`src/vng_divider.sv`:
```
// Restoring divider, one quotient bit per cycle.
// Depends on nothing beyond its parameters.
module vng_divider #(
    parameter int NUM_W = 48,
    parameter int DEN_W = 32
) (
    input  logic              aclk,
    input  logic              aresetn,
    input  logic              start,
    input  logic [NUM_W-1:0]  numer,
    input  logic [DEN_W-1:0]  denom,
    output logic              done,
    output logic [NUM_W-1:0]  quot
);
    localparam int CNT_W = $clog2(NUM_W + 1);
    logic [NUM_W-1:0] q_reg;
    logic [DEN_W:0]   rem_reg;
    logic [DEN_W-1:0] den_reg;
    logic [CNT_W-1:0] cnt_reg;
    logic             busy_reg;
    logic [DEN_W:0]   trial;
    logic [DEN_W:0]   diff;

    assign trial = {rem_reg[DEN_W-1:0], q_reg[NUM_W-1]};
    assign diff  = trial - {1'b0, den_reg};

    always_ff @(posedge aclk) begin
        if (!aresetn) begin
            busy_reg <= 1'b0;
            done     <= 1'b0;
        end else begin
            done <= 1'b0;
            if (start) begin
                busy_reg <= 1'b1;
                q_reg    <= numer;
                rem_reg  <= '0;
                den_reg  <= denom;
                cnt_reg  <= CNT_W'(NUM_W);
            end else if (busy_reg) begin
                if (!diff[DEN_W]) begin
                    rem_reg <= diff;
                    q_reg   <= {q_reg[NUM_W-2:0], 1'b1};
                end else begin
                    rem_reg <= trial;
                    q_reg   <= {q_reg[NUM_W-2:0], 1'b0};
                end
                cnt_reg <= cnt_reg - 1'b1;
                if (cnt_reg == CNT_W'(1)) begin
                    busy_reg <= 1'b0;
                    done     <= 1'b1;
                end
            end
        end
    end
    assign quot = q_reg;
endmodule

```
`config.mk`:
```
export PLATFORM = sky130hd
export DESIGN_NAME = vng_divider
export DESIGN_NICKNAME = d
export VERILOG_FILES = /design/src/vng_divider.sv
export SDC_FILE = /design/constraint.sdc
export NUM_CORES = 1
export LEC_CHECK = 0
export BUFFER_PORTS_ARGS = -buffer_cell sky130_fd_sc_hd__buf_4
export CAP_MARGIN = 20
export CORE_MARGIN = 8
export CORE_UTILIZATION = 56
export CTS_CLUSTER_DIAMETER = 30
export DETAILED_ROUTE_END_ITERATION = 16
export PLACE_DENSITY = 0.9
export SLEW_MARGIN = 5
export SYNTH_ARGS = -nofsm -noshare
export SYNTH_HDL_FRONTEND = slang
export SYNTH_SLANG_ARGS = --single-unit
```
`constraint.sdc`:
```
create_clock -name aclk -period 8.2 [get_ports aclk]
set_input_delay 1.64 -clock aclk [delete_from_list [all_inputs] [get_ports aclk]]
set_output_delay 1.64 -clock aclk [all_outputs]
set_load 0.005 [all_outputs]
```
# Yosys cells after proc, flatten, opt, wreduce, memory -nomap -nowiden
# Cells that the tools add are included.
dict set report classes {
  addsub 2
  multipliers 0
  div 0
  magnitude_cmp 0
  eq_ne 1
  shift 0
  muxes 10
  bitwise 2
  reduce_logical 4
}
# cell count
set ops {}
lappend ops {{$mux 48} 2}
lappend ops {{$mux 32} 2}
lappend ops {{$sub 33x32->33} 1}
lappend ops {{$eq 6x1->1 const B} 1}
lappend ops {{$mux 6} 1}
lappend ops {{$sub 6x1->6 const B} 1}
lappend ops {{$mux 1} 5}
lappend ops {{$reduce_and 2->1} 2}
lappend ops {{$reduce_or 3->1} 1}
lappend ops {{$not 1->1} 2}
lappend ops {{$reduce_bool 2->1} 1}
dict set report word_totals {
  register_bits 120
  latch_bits 0
  mem_bits_rw 0
  mem_bits_ro 0
  out_inout_bits 49
  word_cells 25
  mem_count 0
}

# Longest topological paths before layout
# Gate-level depths: netlist of run 1.
dict set report logic_depth {
  depth_word 4
  mapped_depth 14
  ltp_nobuf 12
}

# Worst setup path after synthesis of run 1
# No wires, ideal clock.
dict set report synth_path {
  path_kind {input -> register}
  start {in start}
  end {reg cnt_reg[0] (enable)}
  setup_time_ns 0.452
  arrival_time_ns 4.127
  required_ns 7.748
  slack_ns 3.621
  path_stages 3
  path_cell_list {clkbuf_1 -> clkbuf_1 -> o21a_1}
}
dict set report synth_between {
  elab_chain_cells 2
}
# item line
set synth_lines {}
lappend synth_lines {{start, declared} 9} ;# input logic start,
lappend synth_lines {{$reduce_bool 2->1 (no line)} -}
lappend synth_lines {{$reduce_and 2->1 (no line)} -}
lappend synth_lines {{end signal, assigned} 38} ;# cnt_reg <= CNT_W'(NUM_W);
lappend synth_lines {{end signal, assigned} 47} ;# cnt_reg <= cnt_reg - 1'b1;
lappend synth_lines {{end, declared} 19} ;# logic [CNT_W-1:0] cnt_reg;
# Every way passes these cells.
# A chain may end at the register's enable or synchronous reset.

# Final worst setup path of run 1
dict set report layout_path {
  start {reg q_reg[47], in the netlist quot[47]}
  end {reg rem_reg[7] (data pin)}
}
dict set report layout_between {
  elab_chain_cells 3
}
# item line
set layout_lines {}
lappend layout_lines {{start, declared} 16} ;# logic [NUM_W-1:0] q_reg;
lappend layout_lines {{start signal, assigned} 35} ;# q_reg <= numer;
lappend layout_lines {{start signal, assigned} 42} ;# q_reg <= {q_reg[NUM_W-2:0], 1'b1};
lappend layout_lines {{start signal, assigned} 45} ;# q_reg <= {q_reg[NUM_W-2:0], 1'b0};
lappend layout_lines {{$sub 33x32->33} 25} ;# assign diff = trial - {1'b0, den_reg};
lappend layout_lines {{$mux 32} 40} ;# if (!diff[DEN_W]) begin
lappend layout_lines {{$mux 32} 39} ;# end else if (busy_reg) begin
lappend layout_lines {{end signal, assigned} 41} ;# rem_reg <= diff;
lappend layout_lines {{end signal, assigned} 44} ;# rem_reg <= trial;
lappend layout_lines {{end, declared} 17} ;# logic [DEN_W:0] rem_reg;
# Every way passes these cells. The select of a mux whose other input is x is not followed.

==> results of run 1 <==
==> worst min-delay path by stage <==
stage | cells after the start | slack [ns] | startpoint | end
final | 2 | 0.49 | busy_reg | done
after global routing | 2 | 0.51 | busy_reg | done
after CTS | 2 | 0.49 | busy_reg | done
after detailed placement | 2 | 0.48 | busy_reg | done
after global placement | 2 | 0.43 | busy_reg | done
after floorplan | 2 | 0.41 | busy_reg | done
==> cells by family (layout without fill, tap and decap cells) <==
group	count (synthesis)	count (layout)	synth area share (%)
adders and majority gates	35	35	6.820
and+or+nand+nor	131	131	9.444
DFF	120	120	54.87
buffers and inverters	58	210	3.831
muxes	49	49	8.429
AOI/OAI and AO/OA	138	138	13.53
xor gates and xnor gates	23	23	3.084
==> cell usage after synthesis (all sizes together) (3+ instances only) <==
library cell,instances
ha,34
nor2,25
nand3,9
a21o,8
a211oi,14
xor2,8
clkbuf,6
mux2,48
a21oi,56
a211o,3
xnor2,15
and4,3
o21a,7
o211a,3
nand2,56
o211ai,4
nor2b,5
o21ai,25
or3,7
inv,40
nor3,8
buf,11
edfxtp,118
==> per-stage QoR <==
step           hold slack [ns]  setup WS, ns  total power, mW
2_1_floorplan           0.4145         3.621            1.040
3_3_place_gp            0.4347         4.259            1.135
3_5_place_dp            0.4795         4.108            1.156
4_1_cts                 0.4851         4.097            1.923
5_1_grt                 0.5137         3.958            2.002
6_report                0.4858         4.243            1.923
==> cell type report <==
type,instances,area (µm²)
clock buffer,17,425.4
clock inverter,15,176.4
fill,766,3127
inverter,41,153.9
multi-input combinational,376,2705
sequential,120,3583
tap,143,178.9
timing repair buffer,137,1069
==> metal layers <==
metal | GRT usage, % | vias to the layer above | routed length (µm)
met4 | 7.435 | 0 | 231
li1 | - | 2347 | -
met3 | 12.69 | 16 | 1948
met1 | 23.37 | 2394 | 6205
met2 | 36.91 | 200 | 7917
met5 | 0 | - | 0
==> report_power, final <==
part	internal [mW]	switching (mW)	total (mW)
sequential	0.737	0.0261	0.764
combinational	0.182	0.213	0.396
clock	0.478	0.286	0.764
total	1.40	0.525	1.92
==> tightest hold or removal path: stages (launching register included) <==
cell and delay, ns:
dfxtp_1 0.33, nand2_1 0.07, nor3_1 0.05
==> results.py, run 1 <==
metrics = {
    "cells_and_area": {
        "layout-drive-gt1-share_pct": 32.15,
        "finalInstanceArea_um2": 8292,
        "final_cells": 849,
        "diodes": 0,
        "final_common_cell": "buf_4",
        "finalNetCount": 811,
        "final_util_pct": 72.62,
        "most-common-layout-cells": "135 x buf_4, 118 x edfxtp_1, 56 x nand2_1, 55 x a21oi_1, 48 x mux2_2",
        "synthToLayoutAreaGrowth_pct": 26.95,
        "largest_reg_flops": 48,
    },
    "synthesis": {
        "ys_seq_elements": 120,
        "synthFlopType": "edfxtp_1",
        "syn-cell-area_um2": 6531,
        "syn_inst": 554,
        "synth_cell_types": 61,
        "synth_fp_nets": 672,
        "synth.yosys.warnings": 0,
        "synthTopCellsByArea": "edfxtp_1 54%, mux2_2 8.3%, ha_1 6.5%",
        "avgSynthCellArea_um2": 11.79,
        "synth_area_leader_cell": "edfxtp_1",
        "synthArstFlopShare_pct": 0,
        "yosysTopAreaCellShare_pct": 54.25,
        "synth_enable_flop_cells": 118,
        "ys_seq_area_share_pct": 54.87,
    },
    "sta": {
        "period_share_pct": 48.25,
        "max_slew_margin_pct": 42.29,
        "tns_ns": 0,
        "slew_violations": 0,
        "worst_slew_pin_slew_ns": 0.8657,
        "rsz0062_at_grt": "no",
        "finalHoldViolations": 0,
        "setup_viol": 0,
        "finClkSkew_ns": 0.01298,
        "fin_crit_ns": 3.957,
        "max_freq_ghz": 0.2527,
    },
    "routing": {
        "drt-initial-drc-count": 374,
        "drt_pre_antenna_iters": 4,
        "drc": 0,
        "ant_nets": 0,
        "drt_wl_total_um": 16300,
        "wl_per_cell_um": 19.20,
        "num_vias": 4957,
        "avgViaCountPerCell": 5.839,
    },
    "clock_tree": {
        "insertion_delay_ns": 0.42,
        "htreeDepth": 4,
        "ctsHoldBuffers": 0,
        "cts_resized": 0,
        "cts_tree": "built",
        "numCtsBuffers": 17,
        "cts_sinks": 120,
        "cts_setup_buffers": 0,
        "clockRootBuffer": "clkbuf_16",
        "clockBufferDepth": 2,
        "clk_pin_slew_ns": 0.06,
    },
    "critical_path": {
        "crit_type": "reg2reg",
        "worstSetupStartpoint": "quot[47]",
        "cp.arrival_ns": 4.08,
        "critPathSlowestCell": "a211oi_2",
        "cp_num_buf_inv": 2,
        "critPathCapture": "rem_reg[7]",
        "timing.rr.end": "rem_reg[7]",
        "crit_top_cell": "a211o_1",
        "startpoint_type": "register",
        "crit_family": "compound AO/OA/AOI/OAI gates",
        "r2r_cells": 13,
        "r2r_slack_ns": 4.24,
        "required_ns": 8.32,
        "path_cells": "inv_1 > ha_1 > fa_1 > nor2b_1 > o31ai_1 > a21oi_2 > o211ai_2 > a211o_1 > a211o_1 > a211oi_2 > buf_4 > or3_1 > a21oi_1",
        "critPathMaxFanout": 20,
        "max_stage_delay_ns": 0.66,
        "crit_cells": 13,
        "crit_path_end_kind": "register",
        "r2r_start": "quot[47]",
    },
    "placement": {
        "gp_congestion": 0.8788,
        "dp_hpwl_um": 11330,
        "place.port_buffers": 131,
        "postPlaceCellArea_um2": 7635,
        "place_inst": 815,
    },
    "status": {
        "outcome": "finished, final reports clean",
    },
    "grt": {
        "grt_max_degree": 88,
        "antenna_found_initial": 0,
        "grt_pass1_wl_um": 26140,
        "track_usage_pct": 22.22,
        "grt_overflow": 0,
        "grt_pass1_vias": 5284,
    },
    "flow_run": {
        "cap_violations": 0,
    },
    "floorplanning": {
        "rows": 39,
        "io_pins": 132,
        "die_area_um2": 15370,
        "initial_core_util_pct": 57.20,
        "die_w_um": 124.0,
        "die_h_um": 124.0,
        "core_area_um2": 11420,
    },
    "worst_hold_path": {
        "hold_path.class": "reg2reg",
    },
    "power": {
        "pwr_density_cell_nw_per_um2": 231.9,
        "ir_drop_mv": 0.1949,
        "p_leak_nw": 3.424,
    },
}
Note: power is estimated with default switching activity, not from simulation.
==> inputs of run 2 (changes only) <==
==> constraint.sdc (replaced) <==
create_clock -name aclk -period 4 [get_ports aclk]
set_input_delay 0.8 -clock aclk [delete_from_list [all_inputs] [get_ports aclk]]
set_output_delay 0.8 -clock aclk [all_outputs]
set_load 0.005 [all_outputs]
==> results.py, run 2 (synthesis results as in run 1) <==
metrics = {
    "clock_tree": {
        "numCtsBuffers": 17,
        "ctsHoldBuffers": 0,
        "cts_tree": "built",
        "clockBufferDepth": 2,
        "htreeDepth": 4,
        "cts_setup_buffers": 0,
        "insertion_delay_ns": 0.42,
        "cts_sinks": 120,
        "cts_resized": 0,
        "clockRootBuffer": "clkbuf_16",
        "clk_pin_slew_ns": 0.06,
    },
    "floorplanning": {
        "io_pins": 132,
        "rows": 39,
        "die_area_um2": 15370,
        "initial_core_util_pct": 57.20,
        "die_h_um": 124.0,
        "core_area_um2": 11420,
        "die_w_um": 124.0,
    },
    "grt": {
        "top_usage_layer": "met2",
        "met2_usage_pct": 35.09,
        "grt_pass1_wl_um": 25310,
        "grtUsageMet1_pct": 23.02,
        "grt_overflow": 0,
        "antenna_found_initial": 0,
        "track_usage_pct": 21.62,
        "use_met3_pct": 12.19,
        "grt_pass1_vias": 5155,
        "grt_max_degree": 48,
    },
    "cells_and_area": {
        "synthToLayoutAreaGrowth_pct": 25.79,
        "fillers": 764,
        "final_common_cell": "buf_4",
        "layout-drive-gt1-share_pct": 31.78,
        "largest_reg_flops": 48,
        "final_cells": 851,
        "most-common-layout-cells": "138 x buf_4, 118 x edfxtp_1, 56 x nand2_1, 55 x a21oi_1, 48 x mux2_2",
        "diodes": 0,
        "finalNetCount": 813,
    },
    "critical_path": {
        "critPathMaxFanout": 22,
        "required_ns": 4.15,
        "crit_path_end_kind": "register",
        "startpoint_type": "register",
        "crit_type": "reg2reg",
        "cp.arrival_ns": 3.98,
    },
    "sta": {
        "finalHoldViolations": 0,
        "finClkSkew_ns": 0.007453,
        "fin_crit_ns": 3.829,
        "setup_viol": 0,
        "rsz0062_at_grt": "no",
        "slew_violations": 0,
        "max_freq_ghz": 0.2612,
        "tns_ns": 0,
        "period_share_pct": 95.72,
        "worst_slew_pin_slew_ns": 0.6263,
        "max_slew_margin_pct": 58.25,
    },
    "routing": {
        "drt_pre_antenna_iters": 5,
        "wl_per_cell_um": 18.47,
        "ant_nets": 0,
        "avgViaCountPerCell": 5.709,
        "num_vias": 4858,
        "drt_wl_total_um": 15720,
        "drc": 0,
        "drt-initial-drc-count": 351,
    },
    "power": {
        "p_leak_nw": 3.388,
        "ir_drop_mv": 0.4194,
        "pwr_density_cell_nw_per_um2": 457.9,
    },
    "placement": {
        "gp_congestion": 0.9020,
        "place.port_buffers": 131,
        "dp_hpwl_um": 11420,
        "place_inst": 819,
    },
    "status": {
        "outcome": "finished, final reports clean",
    },
    "worst_hold_path": {
        "hold_path.class": "reg2reg",
    },
    "flow_run": {
        "cap_violations": 0,
    },
}
-- run 2: cell count changes in the layout (fill, tap and decap cells not counted) --
cell | previous run | this run
clkinvlp_4 | 3 | 4
bufinv_16 | 3 | 1
buf_4 | 135 | 138
clkbuf_1 | 0 | 1
buf_12 | 0 | 1
clkinv_4 | 3 | 1
clkinv_1 | 1 | 4
inv_6 | 2 | 1
buf_16 | 2 | 0
-- run 2: path summary, 6_finish.rpt --
check	startpoint	to	slack, ns	cells past startpoint
max	quot[47]	rem_reg[15]	0.17	13
min reg2reg	busy_reg	done	0.47	2
max reg2reg	quot[47]	rem_reg[15]	0.17	13
min	busy_reg	done	0.47	2
-- run 2: cell type report --
cell class                      count  area, µm²  share of cell area, %
Sequential cell                   120       3583                  43.62
Multi-Input combinational cell    376       2705                  32.93
Timing Repair Buffer              139       1056                  12.85
Clock buffer                       18      429.2                  5.224
Tap cell                          143      178.9                  2.178
Inverter                           41      153.9                  1.873
Clock inverter                     14      108.9                  1.325
-- run 2: metal layers --
metal	share of wire, %	routed length, µm
met1	39	6077
met2	48	7509
met3	12	1834
met4	1.9	301
met5	0	0
-- run 2: worst max-delay path: stages, from the launching register on --
cell and delay [ns]:
edfxtp_1 0.36, inv_1 0.05, ha_1 0.22, fa_1 0.42, nor2b_1 0.19, o31ai_1 0.14
a21oi_2 0.20, o211ai_2 0.12, a211o_1 0.40, a211oi_2 0.34, a211o_1 0.47, buf_4 0.37
mux2i_1 0.24, nor2_1 0.05
-- run 2: power by group --
group | leakage, nW | internal [mW] | switching (mW) | total [mW]
Combinational | 1.99 | 0.371 | 0.431 | 0.802
Clock | 0.254 | 0.842 | 0.554 | 1.40
Sequential | 1.14 | 1.51 | 0.0522 | 1.56
-- run 2: per-stage QoR --
| step | total power [mW] | utilization (%) | hold slack [ns] | setup WS (ns) | area (µm²) |
|---|---|---|---|---|---|
| 2_1_floorplan | 2.132 | - | 0.4145 | 0.2613 | 6531 |
| 3_3_place_gp | 2.340 | 67.24 | 0.4343 | 0.4010 | 7677 |
| 3_5_place_dp | 2.381 | 67.24 | 0.4515 | 0.2362 | 7677 |
| 4_1_cts | 3.782 | 71.95 | 0.4568 | 0.2233 | 8215 |
| 5_1_grt | 3.935 | 71.95 | 0.5014 | 0.03065 | 8215 |
| 6_report | 3.762 | 71.95 | 0.4729 | 0.1711 | 8215 |
